File: config.mk
export PLATFORM = sky130hd
export DESIGN_NAME = lrb_div
export DESIGN_NICKNAME = d
export VERILOG_FILES = /design/src/rtl/lrb_pkg.sv /design/src/rtl/lrb_div.sv
export SDC_FILE = /design/constraint.sdc
export NUM_CORES = 1
export LEC_CHECK = 0
export BUFFER_PORTS_ARGS = -buffer_cell sky130_fd_sc_hd__buf_4
export CAP_MARGIN = 10
export CORE_MARGIN = 3
export CORE_UTILIZATION = 47
export DETAILED_ROUTE_END_ITERATION = 10
export HOLD_SLACK_MARGIN = 0.1
export PLACE_DENSITY = 0.67
export SYNTH_ARGS = -nofsm -noshare
export SYNTH_HDL_FRONTEND = slang
export SYNTH_SLANG_ARGS = --single-unit
File: constraint.sdc
create_clock -name clk -period 5 [get_ports clk]
set_clock_uncertainty 0.2 [all_clocks]
set_input_delay 0.5 -clock clk [delete_from_list [all_inputs] [get_ports clk]]
set_output_delay 0.5 -clock clk [all_outputs]
set_load 0.02 [all_outputs]
File: src/rtl/lrb_pkg.sv
// Package: shared types, constants and command codes of the linear ramp bank.
package lrb_pkg;

  localparam int NUM_ELEMENTS = 16;
  localparam int IDX_W        = 4;
  localparam int LEVEL_WIDTH  = 32;
  localparam int INC_W        = LEVEL_WIDTH + 16;
  localparam int STEP_W       = 24;
  localparam int RATE_W       = 18;
  localparam int ACT_W        = 5;
  localparam int DUR_W        = 16;
  localparam int DIFF_W       = LEVEL_WIDTH + 2;
  localparam int QUO_W        = DIFF_W + 16;

  localparam logic [STEP_W-1:0] STEP_MAX = {STEP_W{1'b1}};
  localparam logic [RATE_W-1:0] RATE_RST = RATE_W'(48000);
  localparam logic [ACT_W-1:0]  ACT_RST  = ACT_W'(16);

  localparam logic signed [LEVEL_WIDTH-1:0] LVL_MAX = {1'b0, {(LEVEL_WIDTH-1){1'b1}}};
  localparam logic signed [LEVEL_WIDTH-1:0] LVL_MIN = {1'b1, {(LEVEL_WIDTH-1){1'b0}}};
  localparam logic signed [INC_W-1:0] INC_MAX = {1'b0, {(INC_W-1){1'b1}}};
  localparam logic signed [INC_W-1:0] INC_MIN = {1'b1, {(INC_W-1){1'b0}}};

  typedef enum logic [2:0] {
    K_TARGET = 3'd0, K_HOLD = 3'd1, K_INTERVAL = 3'd2, K_SLOPE = 3'd3,
    K_JUMP = 3'd4, K_FREEZE = 3'd5, K_TICK = 3'd6, K_ZERO = 3'd7
  } kind_t;

  localparam logic CFG_RATE = 1'b0;
  localparam logic CFG_ACT  = 1'b1;

  typedef struct packed {
    logic [STEP_W-1:0] divisor;
    logic signed [DIFF_W-1:0] dividend;
  } div_req_t;

  function automatic logic signed [LEVEL_WIDTH-1:0] sat_lvl(input logic signed [DIFF_W-1:0] v);
    if (v > DIFF_W'(LVL_MAX)) return LVL_MAX;
    if (v < DIFF_W'(LVL_MIN)) return LVL_MIN;
    return v[LEVEL_WIDTH-1:0];
  endfunction

endpackage

File: src/rtl/lrb_div.sv
// Sequential restoring divider: trunc(dividend * 2^16 / divisor), saturated to increment range.
module lrb_div (
  input  logic                                clk,
  input  logic                                rst_n,
  input  logic                                go,
  input  lrb_pkg::div_req_t                   req,
  output logic                                done,
  output logic signed [lrb_pkg::INC_W-1:0]    quo
);
  localparam int QW = lrb_pkg::QUO_W;
  localparam int CW = $clog2(QW + 1);

  logic [QW-1:0] num_r, q_r;
  logic [lrb_pkg::STEP_W:0] rem_r;
  logic [lrb_pkg::STEP_W-1:0] den_r;
  logic neg_r, busy_r, done_r;
  logic [CW-1:0] cnt_r;
  logic [lrb_pkg::STEP_W:0] trial;
  logic [lrb_pkg::STEP_W+1:0] sh;
  logic [QW-1:0] mag;
  logic signed [QW:0] sq;

  always_comb begin
    sh = {rem_r, num_r[QW-1]};
    trial = sh[lrb_pkg::STEP_W:0] - {1'b0, den_r};
    sq = neg_r ? -$signed({1'b0, q_r}) : $signed({1'b0, q_r});
    if (sq > (QW+1)'(lrb_pkg::INC_MAX)) quo = lrb_pkg::INC_MAX;
    else if (sq < (QW+1)'(lrb_pkg::INC_MIN)) quo = lrb_pkg::INC_MIN;
    else quo = sq[lrb_pkg::INC_W-1:0];
    mag = req.dividend[lrb_pkg::DIFF_W-1] ? QW'(-req.dividend) : QW'(req.dividend);
  end

  assign done = done_r;

  always_ff @(posedge clk) begin
    if (!rst_n) begin
      busy_r <= 1'b0;
      done_r <= 1'b0;
      cnt_r  <= '0;
    end else begin
      done_r <= 1'b0;
      if (go) begin
        busy_r <= 1'b1;
        cnt_r  <= CW'(QW);
        num_r  <= mag << 16;
        neg_r  <= req.dividend[lrb_pkg::DIFF_W-1];
        den_r  <= req.divisor;
        rem_r  <= '0;
        q_r    <= '0;
      end else if (busy_r) begin
        num_r <= num_r << 1;
        if (sh >= {1'b0, den_r}) begin
          rem_r <= trial;
          q_r   <= {q_r[QW-2:0], 1'b1};
        end else begin
          rem_r <= sh[lrb_pkg::STEP_W:0];
          q_r   <= {q_r[QW-2:0], 1'b0};
        end
        cnt_r <= cnt_r - 1'b1;
        if (cnt_r == CW'(1)) begin
          busy_r <= 1'b0;
          done_r <= 1'b1;
        end
      end
    end
  end
endmodule

---- After elaboration in Yosys (flattened, before gate mapping) ----
Index checks and enable logic that the tools add are counted.
Widths: inputs -> output; s select.
word-level totals
  bits in registers ....................... 157
  input bits .............................. 61
operators by class
  order comparisons ....................... 3
  equality and inequality tests ........... 1
  add/subtract/negate cells ............... 4
  reduce and logical (&&, ||, !) cells .... 5
  muxes and demuxes ....................... 16
  bitwise logic cells ..................... 2
operator list
  cell                  number
  $mux 50               3
  $mux 48               2
  $gt 51x48->1 const B  1
  $lt 51x48->1 const B  1
  $mux 51               1
  $neg 50->51           1
  $mux 25               2
  $mux 34               1
  $neg 34->34           1
  $ge 26x24->1          1
  $sub 25x24->25        1
  $mux 6                2
  $eq 6x1->1 const B    1
  $sub 6x1->6 const B   1
  $mux 1                5
  $reduce_and 2->1      2
  $reduce_or 3->1       1
  $not 1->1             2
  $reduce_bool 2->1     1
  $reduce_or 2->1       1

---- Logic depth before layout (Yosys ltp) ----
Gate-level depths: netlist of the first run.
  depth after elaboration ................. 5
  depth in mapped cells ................... 13

---- Least setup slack after synthesis of the first run ----
Ideal clock, no wire load.
  path type ............................... register to output
  start ................................... register q_r[16]
  end ..................................... output quo[27] in the netlist's numbering
  arrival ................................. 3.702 ns
  setup slack ............................. 0.598 ns
  cell stages (with the launch flop) ...... 11
  required time ........................... 4.300 ns
  cells stage by stage .................... edfxtp_1 > or4_4 > or3_1 > or4b_1 > buf_2 > o41ai_4 > xor2_2 > or3_2 > and2_4 > buf_4 > o21ai_0
on the way
  word-level cells in the longest chain between the ends .. 5
  elaborated cells on any way between the ends .. 6
RTL lines
  what                    line           source
  start, declared         lrb_div.sv:13  logic [QW-1:0] num_r, q_r;
  start signal, assigned  lrb_div.sv:54  q_r <= {q_r[QW-2:0], 1'b1};
  start signal, assigned  lrb_div.sv:57  q_r <= {q_r[QW-2:0], 1'b0};
  $neg 50->51             lrb_div.sv:26  sq = neg_r ? -$signed({1'b0, q_r}) : $signed({1'b0, q_r});
  $mux 51 (*)             lrb_div.sv:26
  $lt 51x48->1            lrb_div.sv:28  else if (sq < (QW+1)'(lrb_pkg::INC_MIN)) quo = lrb_pkg::INC_MIN;
  $mux 48                 lrb_div.sv:28
  $mux 48 (*)             lrb_div.sv:27  if (sq > (QW+1)'(lrb_pkg::INC_MAX)) quo = lrb_pkg::INC_MAX;
  end, declared           lrb_div.sv:8   output logic signed [lrb_pkg::INC_W-1:0] quo
Every way passes the cells marked *; elsewhere a longest branch is shown, timed or not.

---- Worst setup path in the final report of the first run ----
  start ................................... register q_r[0]
  end ..................................... output quo[44] in the netlist's numbering
The elaborated chain is that of the path after synthesis.

==> impl_metrics.csv, run 1 <==
group,metric,value,unit
outcome,outcome,"complete, no violations",
sta,setup_viol,0,
sta,drv_slew,0,
yosys,synth.distinct_cells,62,
yosys,syn-cell-area,8994,µm²
yosys,synth.area.top_cells,"edfxtp_1, xor2_1, o21ai_0",
routing,final_antenna_net_count,0,
routing,routedWlPerCell,15.97,µm
power,power_density,325.4,nW/µm²
sta,post-route-period-util,95.49,%
die,fp.dieH,144.3,µm
yosys,ys_ff_latch,142,
yosys,netlist_instances,920,
clock_network,cts_sinks,142,
routing,m1WireLength,10020,µm
routing,first_pass_iters,4,
routing,drt_iter0_drc,394,
placed_design,placedCellCount,1220,
sta,max_slew.worst_pin.slew,1.165,ns
clock_network,cts_root_buf,"clkbuf_16",
routing,vias,7169,
clock_network,ctsHtreeMaxLevel,4,
placed_design,dp_hpwl,13990,µm
clock_network,worstSkewPairLatency,0.42,ns
sta,fmaxAchievable,0.2094,GHz
routing,route.met2.wl,9103,µm
layout,layout.nets,1130,
yosys,syn-num-nets,1010,
layout,layout-drive-gt1-share,17.19,%
yosys,seq_area_frac_synth,46.52,%
clock_network,cts_tree,"built",
sta,min_period,4.775,ns
hold_path,whs_path_depth,2,
global_routing,grt_max_degree,81,
sta,finalSetupTns,0,ns
global_routing,antenna_found_initial,0,
yosys,yosys_warnings,0,
sta,rsz0062_at_grt,"false",
layout,syn_to_final_growth,21.03,%
setup_path,worstRegToRegCells,10,
yosys,yosysMostFrequentCell,"edfxtp_1",
layout,fin_cells,1282,
yosys,synth-main-ff-cell,"edfxtp_1",
placed_design,post-place-ws,0.2705,ns
placed_design,globalplace.congestion,0.8933,
yosys,async_reset_ff_share,0,%
clock_network,path_clk_slew,0.07,ns
yosys,synth_top_area_share,44.74,%
global_routing,grt_pass1_wl,33190,µm
routing,routed.top_layer,"met4",
clock_network,clockBufferDepth,2,
yosys,synth_top_area_cell,"edfxtp_1",
sta,worst_slack,0.2253,ns
setup_path,path_class,"reg2out",
power,peakVddDrop,0.0002411,V
setup_path,worst-endpoint-arrival,4.07,ns
placed_design,port_buffers,109,
sta,slew_headroom,22.25,%
yosys,synth_common_cells,"edfxtp_1, o21ai_0, a21oi_1, nand2_1, xor2_1",
power,leakagePower,4.252,nW
setup_path,crit_fanout,33,
die,row_count,49,
routing,drc,0,
die,start_util,48.90,%
die,fp.coreArea,18390,µm²
die,die-area,20830,µm²
run,cap_viol_max_count,0,
layout,n_antenna_cell,0,
sta,hold_violations,0,
routing,wl,20480,µm
hold_path,hold_class,"in2reg",
yosys,avgSynthCellArea,9.776,µm²
routing,vias_per_cell,5.592,
yosys,synth_edf_count,134,
die,io_pins,110,
power,p_total,3.542,mW
setup_path,cp-start-kind,"register",
routing,met3WireLength,1121,µm
die,fp.dieW,144.3,µm
global_routing,first_global_vias,6582,
global_routing,grt_usage,19.76,%
setup_path,cp.required,4.30,ns
clock_network,numCtsBuffers,17,
global_routing,gr-total-overflow,0,
setup_path,critPathCaptureType,"output port",
## flip-flops by register name, summed over array words and instances, names as in the netlist
register	cells
done	1
num_r	34
den_r	24
q_r	50
rem_r	25
neg_r	1
busy_r	1
cnt_r	6
## placed cells by master (no fill, tap or decap), types with 4 or more instances in the layout
cell type / synthesis / layout
ha_1: 28 / 28
edfxtp_1: 134 / 134
mux2i_1: 4 / 4
a41o_1: 11 / 11
a21oi_1: 77 / 77
inv_1: 40 / 40
or4_1: 11 / 11
clkbuf_16: 0 / 18
o31ai_1: 18 / 18
xor2_1: 72 / 72
a211oi_1: 9 / 9
nor2b_1: 52 / 52
or2_2: 5 / 5
xnor2_1: 25 / 25
a21o_1: 10 / 10
dlygate4sd3_1: 0 / 24
or3_1: 25 / 25
nand3_1: 13 / 12
buf_4: 3 / 121
o21ai_0: 79 / 79
inv_6: 0 / 6
nor2_1: 70 / 70
dfxtp_1: 8 / 8
nand2_1: 77 / 77
nand4_1: 6 / 6
nor3_1: 11 / 11
nand2b_1: 8 / 8
o41ai_1: 18 / 17
nor4_1: 5 / 5
o21a_1: 8 / 7
## logic make-up (layout without fill, tap and decap cells)
kind of cell             count (synthesis)  after routing  synth area share (%)
adder cells (fa/ha/maj)                 29             29                 4.118
flip-flops                             142            142                 46.52
XOR/XNOR                                98             98                 9.627
AO/OA/AOI/OAI                          256            256                 18.00
buffers and inverters                   87            217                 3.854
multiplexers                             6              6                0.6956
AND/OR/NAND/NOR                        302            305                 17.18
## what timing repair did
action	4_1_cts	5_1_grt
pin swaps	0	2
gates cloned	0	3
setup buffers	0	3
setup endpoints to repair	34	34
hold endpoints to repair	24	0
resized for setup	4	6
hold buffers	24	0
## metal layers
layer	up-vias	track usage (%)
li1	3595	-
met1	3359	29.39
met2	196	30.07
met3	19	3.307
met4	0	5.253
met5	-	0
## final cells by class
type / count / area [µm²]
Fill cell: 1593 / 7507
Clock buffer: 19 / 464.2
Sequential cell: 142 / 4184
Inverter: 40 / 150.1
Multi-Input combinational cell: 694 / 4551
Clock inverter: 13 / 101.3
Tap cell: 229 / 286.5
Timing Repair Buffer: 145 / 1149
## final timing paths
check | startpoint | endpoint | slack, ns
max reg2reg | rem_r[5] | rem_r[7] | 1.07
min reg2reg | num_r[29] | num_r[30] | 0.36
max | q_r[0] | quo[44] | 0.23
min | rst_n | cnt_r[4] | 0.15
## metrics by stage
stage                     area, µm²  utilization, %  hold WS, ns
after floorplan                8994               -       0.3025
after global placement         9977           54.24       0.3293
after detailed placement       9977           54.24       0.3460
after CTS                     10810           58.76       0.1397
after global routing          10890           59.18       0.1665
final                         10890           59.18       0.1496
## where the power goes
| part | switching [mW] | total [mW] | internal, mW |
|---|---|---|---|
| registers | 0.0620 | 1.48 | 1.42 |
| logic | 0.493 | 0.862 | 0.369 |
| clock network | 0.516 | 1.20 | 0.686 |
## critical path: stages (launching register included)
cell      delay [ns]
edfxtp_1        0.42
inv_1           0.13
ha_1            0.24
or4b_2          0.66
nor4b_2         0.35
nand3b_1        0.26
or3_1           0.43
o31a_2          0.45
and2_4          0.28
o21ai_0         0.24
buf_4           0.18
Note: power is estimated with default switching activity, not from simulation.
==> run 2: changes to the inputs <==
--- a/config.mk
+++ b/config.mk
@@ -8,10 +8,10 @@
 export BUFFER_PORTS_ARGS = -buffer_cell sky130_fd_sc_hd__buf_4
 export CAP_MARGIN = 10
 export CORE_MARGIN = 3
-export CORE_UTILIZATION = 47
+export CORE_UTILIZATION = 35
 export DETAILED_ROUTE_END_ITERATION = 10
 export HOLD_SLACK_MARGIN = 0.1
-export PLACE_DENSITY = 0.67
+export SLEW_MARGIN = 5
 export SYNTH_ARGS = -nofsm -noshare
 export SYNTH_HDL_FRONTEND = slang
 export SYNTH_SLANG_ARGS = --single-unit
==> run 2 against run 1 <==
  * Clock-buffer cell count decreased by 1
  * Sequential power is essentially flat
  * Final cell count rose by 8.1%
  * Critical path depth fell by 1
  * Total power rose by 1.1%
  * Worst hold slack gained 0.0037 ns
  * Register-to-register slack improved by 0.20 ns
  * Non-clock buffer count is 3 higher
  * Critical path type unchanged
  * Largest power group unchanged
  * Highest routed layer unchanged
==> impl_metrics.csv, run 2 (same netlist as run 1, synthesis figures left out) <==
group,metric,value,unit
outcome,outcome,"complete, no violations",
layout,reg_top3,"q_r x50, num_r x34, rem_r x25",
die,die-area,27660,µm²
layout,largest_register_ffs,50,
setup_path,crit_chain,"or4_4, or3_1, or4b_4, o41ai_4, xor2_4, or3_4, and2_4, o21ai_0, buf_4",
clock_network,cts_sinks,142,
sta,finalSetupTns,0,ns
global_routing,grt_max_degree,76,
setup_path,crit_fanout,33,
die,fp.coreArea,25250,µm²
routing,drc,0,
clock_network,clockBufferDepth,2,
placed_design,port_buffers,109,
global_routing,antenna_found_initial,0,
routing,vias,7152,
power,power_density,323.7,nW/µm²
sta,drv_slew,0,
sta,min_period,4.760,ns
clock_network,numCtsBuffers,17,
die,fp.dieW,166.3,µm
setup_path,critPathCaptureType,"output port",
die,start_util,35.61,%
sta,fmaxAchievable,0.2101,GHz
setup_path,cp.required,4.30,ns
die,row_count,58,
routing,vias_per_cell,5.160,
global_routing,grt_usage,15.24,%
layout,layout_common_cells,"edfxtp_1, buf_4, o21ai_0, a21oi_1, nand2_1",
power,peakVddDrop,0.0001953,V
clock_network,ctsHtreeMaxLevel,4,
hold_path,hold_class,"in2reg",
routing,routedWlPerCell,15.58,µm
setup_path,critPathBufInv,1,
setup_path,cp_slowest_cell,"or4b_4",
routing,first_pass_iters,5,
layout,layout.nets,1133,
layout,syn_to_final_growth,23.01,%
setup_path,path_class,"reg2out",
die,io_pins,110,
layout,fin_util,43.81,%
sta,rsz0062_at_grt,"false",
global_routing,grt_pass1_wl,35250,µm
routing,final_antenna_net_count,0,
sta,setup_viol,0,
sta,max_slew.worst_pin.slew,1.062,ns
placed_design,globalplace.congestion,0.8341,
clock_network,cts_root_buf,"clkbuf_16",
layout,n_antenna_cell,0,
clock_network,path_clk_slew,0.06,ns
sta,post-route-period-util,95.20,%
die,fp.dieH,166.3,µm
sta,hold_violations,0,
global_routing,first_global_vias,6792,
clock_network,worstSkewPairLatency,0.42,ns
routing,drt_iter0_drc,543,
setup_path,crit_family,"simple AND/OR/NAND/NOR gates",
run,cap_viol_max_count,0,
setup_path,cp-start-kind,"register",
setup_path,worst-endpoint-arrival,4.06,ns
setup_path,cp_slowest_stage_delay,0.61,ns
layout,top_register,"q_r",
layout,layout-drive-gt1-share,17.33,%
layout,layout_commonest_cell,"edfxtp_1",
power,leakagePower,4.263,nW
clock_network,cts_tree,"built",
global_routing,gr-total-overflow,0,
sta,slew_headroom,29.21,%
routing,wl,21590,µm
placed_design,dp_hpwl,14580,µm
==> run 2: cell types whose count changed in the layout (fill, tap and decap cells not counted), sizes merged <==
cell	change
clkinvlp	+4
buf	+3
clkinv	-3
bufinv	+1
clkbuf	-1
inv	-1
==> run 2: cell type report <==
class	count	area, µm²
Inverter	40	150.1
Timing Repair Buffer	148	1184
Tap cell	330	412.9
Multi-Input combinational cell	694	4569
Clock buffer	18	429.2
Clock inverter	14	133.9
Fill cell	2442	14190
Sequential cell	142	4184
==> run 2: metrics by stage <==
step | std cells | setup WS (ns) | total power [mW] | cell area (µm²) | hold slack, ns
after global placement | 1323 | 0.4148 | 2.330 | 10130 | 0.3301
final | 1386 | 0.2402 | 3.581 | 11060 | 0.1533
after CTS | 1379 | 0.07422 | 3.607 | 10960 | 0.1347
after floorplan | 920 | 0.5978 | 2.075 | 8994 | 0.3025
after global routing | 1386 | 0.06927 | 3.778 | 11060 | 0.1511
after detailed placement | 1323 | 0.2368 | 2.340 | 10130 | 0.3332
==> run 2: routing by layer <==
layer	wire length [µm]	vias to the layer above	GRT usage [%]
met4	211	0	3.838
met3	895	15	3.023
met2	9548	146	22.98
met1	10940	3381	22.57
li1	-	3610	-
met5	0	-	0
==> run 2: worst paths after layout <==
| kind | slack, ns | depth (start not counted) | start | endpoint |
|---|---|---|---|---|
| max | 0.24 | 9 | q_r[16] | quo[9] |
| min | 0.15 | 2 | rst_n | cnt_r[4] |
| max reg2reg | 1.27 | 12 | den_r[0] | rem_r[20] |
| min reg2reg | 0.35 | 2 | cnt_r[2] | cnt_r[2] |
==> run 2: worst register-to-register path, cell delays in order, from the launching register on <==
cell and delay, ns:
edfxtp_1 0.40, ha_1 0.22, fa_1 0.38, nand2b_1 0.19, a211oi_1 0.31, o41ai_1 0.14, buf_4 0.16, a21oi_1 0.28
o21ai_0 0.25, and2_1 0.23, buf_4 0.18, or3b_2 0.47, a21oi_1 0.16
==> run 2: report_power, final <==
| group | switching [mW] | internal [mW] |
|---|---|---|
| logic | 0.500 | 0.374 |
| registers | 0.0585 | 1.42 |
| clock network | 0.541 | 0.693 |
| total | 1.10 | 2.48 |
==> run 2: timing repair <==
action / CTS / global route
hold endpoints to repair: 24 / 0
gates cloned: 0 / 3
setup buffers: 0 / 4
gates resized for setup: 5 / 9
pin swaps: 0 / 3
hold buffers: 24 / 0
endpoints found under the setup margin: 37 / 33
